## src/rtl/cbc_pkg.sv

```systemverilog
// Shared types, codes and constants for the cartridge bank controller.
// No dependencies; every rtl file imports this package.
package cbc_pkg;

   localparam int unsigned ADDR_W      = 16;
   localparam int unsigned DATA_W      = 8;
   localparam int unsigned ROM_BANK_W  = 8;
   localparam int unsigned RAM_BANK_W  = 2;
   localparam int unsigned RTC_SEL_W   = 3;
   localparam int unsigned ROM_ADDR_W  = 22;
   localparam int unsigned RAM_ADDR_W  = 15;
   localparam int unsigned ROM_OFS_W   = 14;   // 0x4000 bytes per ROM bank
   localparam int unsigned RAM_OFS_W   = 13;   // 0x2000 bytes per RAM bank

   // Access kinds
   localparam logic KIND_READ  = 1'b0;
   localparam logic KIND_WRITE = 1'b1;

   // Cartridge type codes
   localparam logic [7:0] CART_MBC1_LO = 8'h01;
   localparam logic [7:0] CART_MBC1_HI = 8'h03;
   localparam logic [7:0] CART_MBC3    = 8'h13;

   // 8 KiB regions of the lower 32 KiB, selected by address bits 14:13
   localparam logic [1:0] REG_RAM_ENABLE = 2'd0;
   localparam logic [1:0] REG_ROM_BANK   = 2'd1;
   localparam logic [1:0] REG_UPPER_BANK = 2'd2;
   localparam logic [1:0] REG_MODE       = 2'd3;

   // Address bits 15:13 of the external RAM window 0xA000-0xBFFF
   localparam logic [2:0] RAM_WINDOW = 3'b101;

   localparam logic [3:0] RAM_ENABLE_KEY = 4'hA;
   localparam logic [7:0] RTC_SEL_FIRST  = 8'h08;
   localparam logic [7:0] RTC_SEL_LAST   = 8'h0C;
   localparam logic [7:0] RAM_SEL_LAST   = 8'h03;
   localparam logic [2:0] RTC_INDEX_MAX  = 3'd4;

   typedef enum logic [1:0] {
      TGT_NONE = 2'd0,
      TGT_ROM  = 2'd1,
      TGT_RAM  = 2'd2,
      TGT_RTC  = 2'd3
   } target_type;

   typedef struct packed {
      logic [ROM_BANK_W-1:0] rom_bank;
      logic [RAM_BANK_W-1:0] ram_bank;
      logic                  ram_enabled;
      logic                  ram_banking_mode;
      logic [RTC_SEL_W-1:0]  rtc_selected;
      logic                  rtc_mapped;
   } bank_state_type;

   typedef struct packed {
      target_type            target;
      logic [ROM_ADDR_W-1:0] rom_address;
      logic [RAM_ADDR_W-1:0] ram_address;
      logic [RTC_SEL_W-1:0]  rtc_index;
      logic                  ram_write_strobe;
   } result_type;

   function automatic logic is_mbc1(input logic [7:0] cart_type);
      return (cart_type >= CART_MBC1_LO) && (cart_type <= CART_MBC1_HI);
   endfunction

   function automatic logic is_mbc3(input logic [7:0] cart_type);
      return cart_type == CART_MBC3;
   endfunction

endpackage

```

## src/rtl/cbc_bank_regs.sv

```systemverilog
// Banking register file: holds ROM/RAM bank, enables, mode and RTC select,
// and applies MBC1/MBC3 write rules. Depends on cbc_pkg.
module cbc_bank_regs (
   input  logic                         clock,
   input  logic                         reset,
   input  logic                         update,
   input  logic [7:0]                   cart_type,
   input  logic [cbc_pkg::ADDR_W-1:0]   address,
   input  logic [cbc_pkg::DATA_W-1:0]   write_data,
   output cbc_pkg::bank_state_type      bank_state
);
   import cbc_pkg::*;

   bank_state_type state_ff, state_in;
   logic           mbc1, mbc3;
   logic [ROM_BANK_W-1:0] new_bank;
   logic           bank_write;

   assign mbc1 = is_mbc1(cart_type);
   assign mbc3 = is_mbc3(cart_type);

   always_comb begin
      state_in   = state_ff;
      new_bank   = state_ff.rom_bank;
      bank_write = 1'b0;
      if (update && !address[ADDR_W-1]) begin
         case (address[14:13])
            REG_RAM_ENABLE: begin
               if (mbc1 || mbc3) begin
                  state_in.ram_enabled = (write_data[3:0] == RAM_ENABLE_KEY);
               end
            end
            REG_ROM_BANK: begin
               if (mbc1) begin
                  new_bank   = {state_ff.rom_bank[7:5], write_data[4:0]};
                  bank_write = 1'b1;
               end else if (mbc3) begin
                  new_bank   = {state_ff.rom_bank[7], write_data[6:0]};
                  bank_write = 1'b1;
               end
            end
            REG_UPPER_BANK: begin
               if (mbc1) begin
                  if (!state_ff.ram_banking_mode) begin
                     new_bank = {state_ff.rom_bank[7], write_data[1:0],
                                 state_ff.rom_bank[4:0]};
                     bank_write = 1'b1;
                  end else begin
                     state_in.ram_bank = write_data[RAM_BANK_W-1:0];
                  end
               end else if (mbc3) begin
                  if (write_data <= RAM_SEL_LAST) begin
                     state_in.ram_bank   = write_data[RAM_BANK_W-1:0];
                     state_in.rtc_mapped = 1'b0;
                  end else if (write_data >= RTC_SEL_FIRST &&
                               write_data <= RTC_SEL_LAST) begin
                     state_in.rtc_selected = RTC_SEL_W'(write_data - RTC_SEL_FIRST);
                     state_in.rtc_mapped   = 1'b1;
                  end
               end
            end
            REG_MODE: begin
               if (mbc1) begin
                  state_in.ram_banking_mode = write_data[0];
               end
            end
            default: ;
         endcase
      end
      // bank zero maps to bank one
      if (bank_write) begin
         state_in.rom_bank = (new_bank == '0) ? ROM_BANK_W'(1) : new_bank;
      end
   end

   always_ff @(posedge clock) begin
      if (reset) begin
         state_ff.rom_bank         <= ROM_BANK_W'(1);
         state_ff.ram_bank         <= '0;
         state_ff.ram_enabled      <= 1'b0;
         state_ff.ram_banking_mode <= 1'b1;
         state_ff.rtc_selected     <= '0;
         state_ff.rtc_mapped       <= 1'b0;
      end else begin
         state_ff <= state_in;
      end
   end

   assign bank_state = state_ff;

endmodule

```

## src/rtl/cbc_addr_map.sv

```systemverilog
// Address mapper: turns one bus access and the current bank state into
// a ROM, RAM or RTC target. Pure combinational. Depends on cbc_pkg.
module cbc_addr_map (
   input  logic                         kind,
   input  logic [cbc_pkg::ADDR_W-1:0]   address,
   input  logic [7:0]                   cart_type,
   input  cbc_pkg::bank_state_type      bank_state,
   output cbc_pkg::result_type          result
);
   import cbc_pkg::*;

   logic in_ram;
   logic [RAM_ADDR_W-1:0] ram_a;

   assign in_ram = (address[15:13] == RAM_WINDOW);
   assign ram_a  = {bank_state.ram_bank, address[RAM_OFS_W-1:0]};

   always_comb begin
      result = '0;
      if (kind == KIND_READ) begin
         if (!address[15]) begin
            result.target = TGT_ROM;
            if (!address[14]) begin
               result.rom_address = ROM_ADDR_W'(address[ROM_OFS_W-1:0]);
            end else begin
               result.rom_address = {bank_state.rom_bank, address[ROM_OFS_W-1:0]};
            end
         end else if (in_ram) begin
            if (is_mbc3(cart_type) && bank_state.rtc_mapped) begin
               result.target    = TGT_RTC;
               result.rtc_index = bank_state.rtc_selected;
            end else begin
               result.target      = TGT_RAM;
               result.ram_address = ram_a;
            end
         end
      end else if (in_ram) begin
         result.target           = TGT_RAM;
         result.ram_address      = ram_a;
         result.ram_write_strobe = bank_state.ram_enabled;
      end
   end

endmodule

```

## src/rtl/cartridge_bank_controller_unit.sv

```systemverilog
// Cartridge bank controller (MBC1 / MBC3 rules), one bus access per transfer.
// A request transfer is captured in the input register and mapped into the result register,
// which drives the response. One access per cycle while rsp_tready does not stall; the single
// mapping/update stage lies between the two registers.
// Reset (synchronous, active high) empties both stages, clears cartridge type
// to 0 and returns the bank registers to ROM bank 1, RAM banking mode.
module cartridge_bank_controller_unit (
   input  logic        clock,
   input  logic        reset,
   // request channel
   input  logic        req_tvalid,
   output logic        req_tready,
   input  logic [23:0] req_tdata,   // [15:0] address, [23:16] write_data
   input  logic        req_tuser,   // [0] kind (0 read, 1 write)
   // response channel
   output logic        rsp_tvalid,
   input  logic        rsp_tready,
   output logic [47:0] rsp_tdata,   // [21:0] rom_address, [36:22] ram_address,
                                    // [39:37] rtc_index, [40] ram_write_strobe,
                                    // [47:41] zero
   output logic [1:0]  rsp_tuser,   // [1:0] target
   // cartridge type register
   input  logic        csr_valid,
   output logic        csr_ready,
   input  logic [7:0]  csr_data
);
   import cbc_pkg::*;

   // input stage
   logic                  req_valid_ff;
   logic                  req_kind_ff;
   logic [ADDR_W-1:0]     req_addr_ff;
   logic [DATA_W-1:0]     req_data_ff;
   // result stage
   logic                  rsp_valid_ff;
   result_type            rsp_ff;
   // cartridge type register
   logic [7:0]            cart_type_ff;

   logic                  advance;
   bank_state_type        bank_state;
   result_type            result;

   // Advance the input stage into the result stage when the result slot is
   // free or drains in this same cycle.
   assign advance    = req_valid_ff && (!rsp_valid_ff || rsp_tready);
   assign req_tready = !req_valid_ff || advance;
   assign csr_ready  = 1'b1;

   always_ff @(posedge clock) begin
      if (reset) begin
         cart_type_ff <= '0;
      end else if (csr_valid) begin
         cart_type_ff <= csr_data;
      end
   end

   // Input register: capture on every request transfer.
   always_ff @(posedge clock) begin
      if (reset) begin
         req_valid_ff <= 1'b0;
      end else if (req_tready) begin
         req_valid_ff <= req_tvalid;
      end
   end

   always_ff @(posedge clock) begin
      if (req_tvalid && req_tready) begin
         req_kind_ff <= req_tuser;
         req_addr_ff <= req_tdata[15:0];
         req_data_ff <= req_tdata[23:16];
      end
   end

   // Bank registers change only when the access moves to the result stage,
   // so each access sees the effect of every earlier one.
   cbc_bank_regs u_bank_regs (
      .clock      (clock),
      .reset      (reset),
      .update     (advance && (req_kind_ff == KIND_WRITE)),
      .cart_type  (cart_type_ff),
      .address    (req_addr_ff),
      .write_data (req_data_ff),
      .bank_state (bank_state)
   );

   cbc_addr_map u_addr_map (
      .kind       (req_kind_ff),
      .address    (req_addr_ff),
      .cart_type  (cart_type_ff),
      .bank_state (bank_state),
      .result     (result)
   );

   // Result register: hold until the response transfer completes.
   always_ff @(posedge clock) begin
      if (reset) begin
         rsp_valid_ff <= 1'b0;
      end else if (advance) begin
         rsp_valid_ff <= 1'b1;
      end else if (rsp_tready) begin
         rsp_valid_ff <= 1'b0;
      end
   end

   always_ff @(posedge clock) begin
      if (advance) begin
         rsp_ff <= result;
      end
   end

   assign rsp_tvalid = rsp_valid_ff;
   assign rsp_tuser  = rsp_ff.target;
   assign rsp_tdata  = {7'd0, rsp_ff.ram_write_strobe, rsp_ff.rtc_index,
                        rsp_ff.ram_address, rsp_ff.rom_address};

   // ROM bank zero is always remapped to one.
   a_rom_bank_nonzero: assert property (@(posedge clock) disable iff (reset)
      bank_state.rom_bank != '0)
      else $error("ROM bank register holds zero");

   // A write strobe only goes with an external RAM target.
   a_strobe_is_ram: assert property (@(posedge clock) disable iff (reset)
      rsp_valid_ff && rsp_ff.ram_write_strobe |-> rsp_ff.target == TGT_RAM)
      else $error("RAM write strobe without RAM target");

   // RTC index stays within the five RTC registers.
   a_rtc_index_range: assert property (@(posedge clock) disable iff (reset)
      rsp_valid_ff && rsp_ff.target == TGT_RTC |-> rsp_ff.rtc_index <= RTC_INDEX_MAX)
      else $error("RTC index out of range");

   // A stalled response keeps its contents.
   a_rsp_hold: assert property (@(posedge clock) disable iff (reset)
      rsp_valid_ff && !rsp_tready |=> $stable(rsp_ff))
      else $error("Response changed while stalled");

endmodule

```

## config.mk

```make
export PLATFORM = sky130hd
export DESIGN_NAME = cartridge_bank_controller_unit
export DESIGN_NICKNAME = d
export VERILOG_FILES = /design/src/rtl/cbc_pkg.sv /design/src/rtl/cbc_bank_regs.sv /design/src/rtl/cbc_addr_map.sv /design/src/rtl/cartridge_bank_controller_unit.sv
export SDC_FILE = /design/constraint.sdc
export NUM_CORES = 1
export LEC_CHECK = 0
export BUFFER_PORTS_ARGS = -buffer_cell sky130_fd_sc_hd__buf_2
export CAP_MARGIN = 5
export CORE_UTILIZATION = 30
export CTS_BUF_LIST = sky130_fd_sc_hd__clkbuf_4 sky130_fd_sc_hd__clkbuf_8
export DETAILED_ROUTE_END_ITERATION = 8
export SKIP_LAST_GASP = 1
export SYNTH_ARGS = -nofsm -noshare
export SYNTH_HDL_FRONTEND = slang
export SYNTH_SLANG_ARGS = --single-unit
export TNS_END_PERCENT = 20
```

## constraint.sdc

```tcl
create_clock -name clock -period 3 [get_ports clock]
set_input_delay 0.3 -clock clock [delete_from_list [all_inputs] [get_ports clock]]
set_output_delay 0.3 -clock clock [all_outputs]
set_load 0.005 [all_outputs]
```

==> impl_metrics.env <==
export IMPL_r2r_end="u_bank_regs.bank_state[9]$_SDFFE_PP0P_"
export IMPL_endpoint_kind="register"
export IMPL_worstPathCellList="inv_1, ha_1, nor2b_1, nand4_1, a2111oi_4, nand3_1, nand2_1, a21oi_2"
export IMPL_cts_tree="built"
export IMPL_fp_row_count=40
export IMPL_ff2ff_setup_slack_ps=560
export IMPL_portBuffers=81
export IMPL_clk_pin_slew_ps=110
export IMPL_synth_top_cell_area_share_pct=54.3
export IMPL_max_cap_violations=0
export IMPL_grt_pass1_wl_mm=11.5
export IMPL_grt_overflow_total=0
export IMPL_antenna_found_initial=0
export IMPL_worstRegToRegCells=8
export IMPL_final_util_pct=37.0
export IMPL_holdPathStages=1
export IMPL_synth_seq_area_share_pct=67.8
export IMPL_routed_wirelength_mm=7.57
export IMPL_grt_start_max_net_pins=36
export IMPL_p_leak_nw=1.74
export IMPL_cts_hold_buf=0
export IMPL_ys_flop_type="edfxtp_1"
export IMPL_slowest_delay_ps=550
export IMPL_synth_top_cell_by_area="edfxtp_1"
export IMPL_tightest_slew_ps=1210
export IMPL_syn_area_per_cell_um2=13.3
export IMPL_synth_compound_area_share_pct=5.13
export IMPL_crit_fanout=10
export IMPL_ant_nets=0
export IMPL_p_sw_mw=0.607
export IMPL_cts_resized=0
export IMPL_holdCritPathClass="primary input to register"
export IMPL_syn_inst=278
export IMPL_synth_seq_cells=92
export IMPL_wl_per_cell_um=14.7
export IMPL_synthTopCellsByArea="edfxtp_1 (54%), dfxtp_1 (14%), and2_1 (5.2%), mux2i_1 (4.6%), nor2_1 (2.7%)"
export IMPL_path_buf_inv=1
export IMPL_io_pins=91
export IMPL_min_delay_start="req_tdata[11]"
export IMPL_synth_top_family_by_area="simple AND/OR/NAND/NOR gates"
export IMPL_post_cts_buffers=0
export IMPL_synth_simple_area_share_pct=17.9
export IMPL_muxShareOfSynthArea_pct=4.59
export IMPL_critPathArrivalTime_ps=2680
export IMPL_cts_root_buf="clkbuf_8"
export IMPL_first_global_vias=2255
export IMPL_yosysWarnings=0
export IMPL_regToRegStartpoint="req_addr_ff[14]$_DFFE_PP_"
export IMPL_grt_setup_unrepaired="no"
export IMPL_p_clk_share_pct=33.4
export IMPL_outcome="complete, no violations"
export IMPL_finalCritPeriodShare_pct=81.4
export IMPL_clk_path_buf_depth=2
export IMPL_p_per_area_nw_per_um2=543
export IMPL_drc_errors=0
export IMPL_via_per_inst=4.49
export IMPL_num_nets_final=406
export IMPL_die_w_um=113
export IMPL_async_reset_ff_share_pct=0
export IMPL_drtIter0Drc=144
export IMPL_hold_viol=0
export IMPL_max_vdd_ir_drop_uv=224
export IMPL_synth_xor_area_share_pct=0
export IMPL_clock_sinks=92
export IMPL_maxSlewHeadroom_pct=19.5
export IMPL_dr_pass1_iters=4
export IMPL_worstPathRequired_ps=3240
export IMPL_worstSetupStartpointType="register"
export IMPL_clock_skew_ps=15.0
export IMPL_swShare_pct=25.1
export IMPL_intPower_mw=1.81
export IMPL_setup_violations=0
export IMPL_groute_usage_overall_pct=12.0
export IMPL_place_congestion=0.904
export IMPL_die_h_um=113
export IMPL_worstSkewPairLatency_ps=380
export IMPL_n_antenna_cell=0
export IMPL_power_frac_seq_pct=60.1
export IMPL_drive_gt1_share_pct=30.9
export IMPL_hold_path_end="req_addr_ff[11]$_DFFE_PP_"
export IMPL_cts_buffers=9
export IMPL_synthAdderAreaFrac_pct=1.35
export IMPL_area_delta_synth_final_pct=20.0
export IMPL_core_region_area_um2=12000
export IMPL_critical_path_class="register to register"
export IMPL_htree_levels=3
export IMPL_period_minus_slack_ps=2440
export IMPL_clock_fmax_mhz=409
export IMPL_synthesis_area_um2=3710
export IMPL_critPathSlowestCell="edfxtp_1"
export IMPL_initial_core_util_pct=30.9
export IMPL_die_area_um2=12800
export IMPL_cp_top_family="simple AND/OR/NAND/NOR gates"
export IMPL_num_vias=2317
export IMPL_ys_types=42
export IMPL_slew_viol_final=0
export IMPL_dpl_hpwl_mm=5.25
export IMPL_synth_edf_count=67
export IMPL_tns_ps=0
export IMPL_pwr_share_comb_pct=6.5
-- metrics by stage --
step / power, mW / std cells / worst slack [ps] / area [um^2] / hold WS [ps]
final: 2.42 / 516 / 558 / 4450 / 88.6
after floorplan: 1.56 / 285 / 430 / 3730 / 399
after global routing: 2.51 / 516 / 436 / 4450 / 62.7
after detailed placement: 1.64 / 499 / 614 / 4240 / 474
after CTS: 2.44 / 515 / 602 / 4440 / 79.5
after global placement: 1.63 / 499 / 664 / 4240 / 465
-- power by group through the flow --
| stage | Clock, mW | Combinational (mW) | Sequential [mW] |
|---|---|---|---|
| floorplan | 0 | 0.0869 | 1.48 |
| global placement | 0 | 0.153 | 1.48 |
| detailed placement | 0 | 0.157 | 1.48 |
| CTS | 0.827 | 0.157 | 1.45 |
| global route | 0.876 | 0.173 | 1.46 |
| finish | 0.807 | 0.156 | 1.45 |
-- worst max-delay path by stage --
stage | startpoint | endpoint | cells past startpoint | slack (ps)
CTS | req_addr_ff[14]$_DFFE_PP_ | u_bank_regs.bank_state[11]$_SDFFE_PP0P_ | 8 | 600
global route | req_addr_ff[14]$_DFFE_PP_ | u_bank_regs.bank_state[10]$_SDFFE_PP0P_ | 8 | 440
global placement | cart_type_ff[2]$_SDFFE_PP0P_ | rsp_tdata[35]$_DFFE_PP_ | 7 | 660
floorplan | rsp_tready | u_bank_regs.bank_state[1]$_SDFFE_PP0P_ | 6 | 430
finish | req_addr_ff[14]$_DFFE_PP_ | u_bank_regs.bank_state[9]$_SDFFE_PP0P_ | 8 | 560
detailed placement | req_addr_ff[14]$_DFFE_PP_ | u_bank_regs.bank_state[11]$_SDFFE_PP0P_ | 8 | 610
-- routing by layer --
metal | track usage [%] | part of all wire (%) | wire length, um | vias to the layer above
li1 | - | - | - | 1145
met2 | 19.0 | 45 | 3440 | 79
met1 | 15.1 | 47 | 3530 | 1083
met3 | 3.16 | 5.7 | 432 | 10
met5 | 0 | 0 | 0 | -
met4 | 5.88 | 2.1 | 162 | 0
-- synthesized netlist by cell type (all sizes together), types with 2 or more instances --
library cell / instances
edfxtp: 67
and2: 33
nor2: 27
dfxtp: 25
mux2i: 17
nand2: 15
and3: 12
buf: 10
a21oi: 9
nor3: 7
clkbuf: 6
nor2b: 6
inv: 5
nor4: 5
ha: 4
nand4: 4
a211oi: 3
nand2b: 3
o21ai: 3
a21o: 2
conb: 2
or4: 2
-- sequential cells by signal, summed over array words and instances (netlist names), 2 cells and up --
register                count
cart_type_ff                8
req_addr_ff                16
req_data_ff                 8
rsp_tdata                  40
rsp_tuser                   2
u_bank_regs.bank_state     15
-- kinds of logic after synthesis --
logic type | count (synthesis)
buffers and inverters | 21
other | 2
adder cells (fa/ha/maj) | 4
AND/OR/NAND/NOR | 119
flip-flops | 92
AO/OA/AOI/OAI | 23
multiplexers | 17
-- cell usage in the layout, fill, tap and decap left out, drive strengths merged --
cell type,n
clkinvlp,1
nor4,5
ha,4
nor4bb,1
buf,84
a21bo,1
a2111oi,1
and3,12
a31o,1
a21oi,9
nor2,27
nor3b,1
a22o,1
a211oi,3
clkinv,3
o21ai,3
or2,1
or3,1
edfxtp,67
nand4,4
dfxtp,25
conb,9
inv,8
and2,33
nand2,15
nand2b,3
nand3,1
nor2b,6
o22ai,1
a21o,2
nor3,7
mux2i,17
clkbuf,9
o21bai,1
or4,2
-- cell type report --
cell class / instances / area, um^2
Inverter: 5 / 18.8
Timing Repair Buffer: 84 / 432
Tap cell: 147 / 184
Clock inverter: 7 / 68.8
Fill cell: 1185 / 7560
Clock buffer: 9 / 124
Sequential cell: 92 / 2510
Multi-Input combinational cell: 172 / 1110
-- worst register-to-register path, stage by stage, from the launching register on --
cell       delay [ps]
edfxtp_1          550
inv_1             110
ha_1              280
nor2b_1           110
nand4_1           300
a2111oi_4         530
nand3_1           240
nand2_1           140
a21oi_2            50
Power figures use the tool's default switching activity.
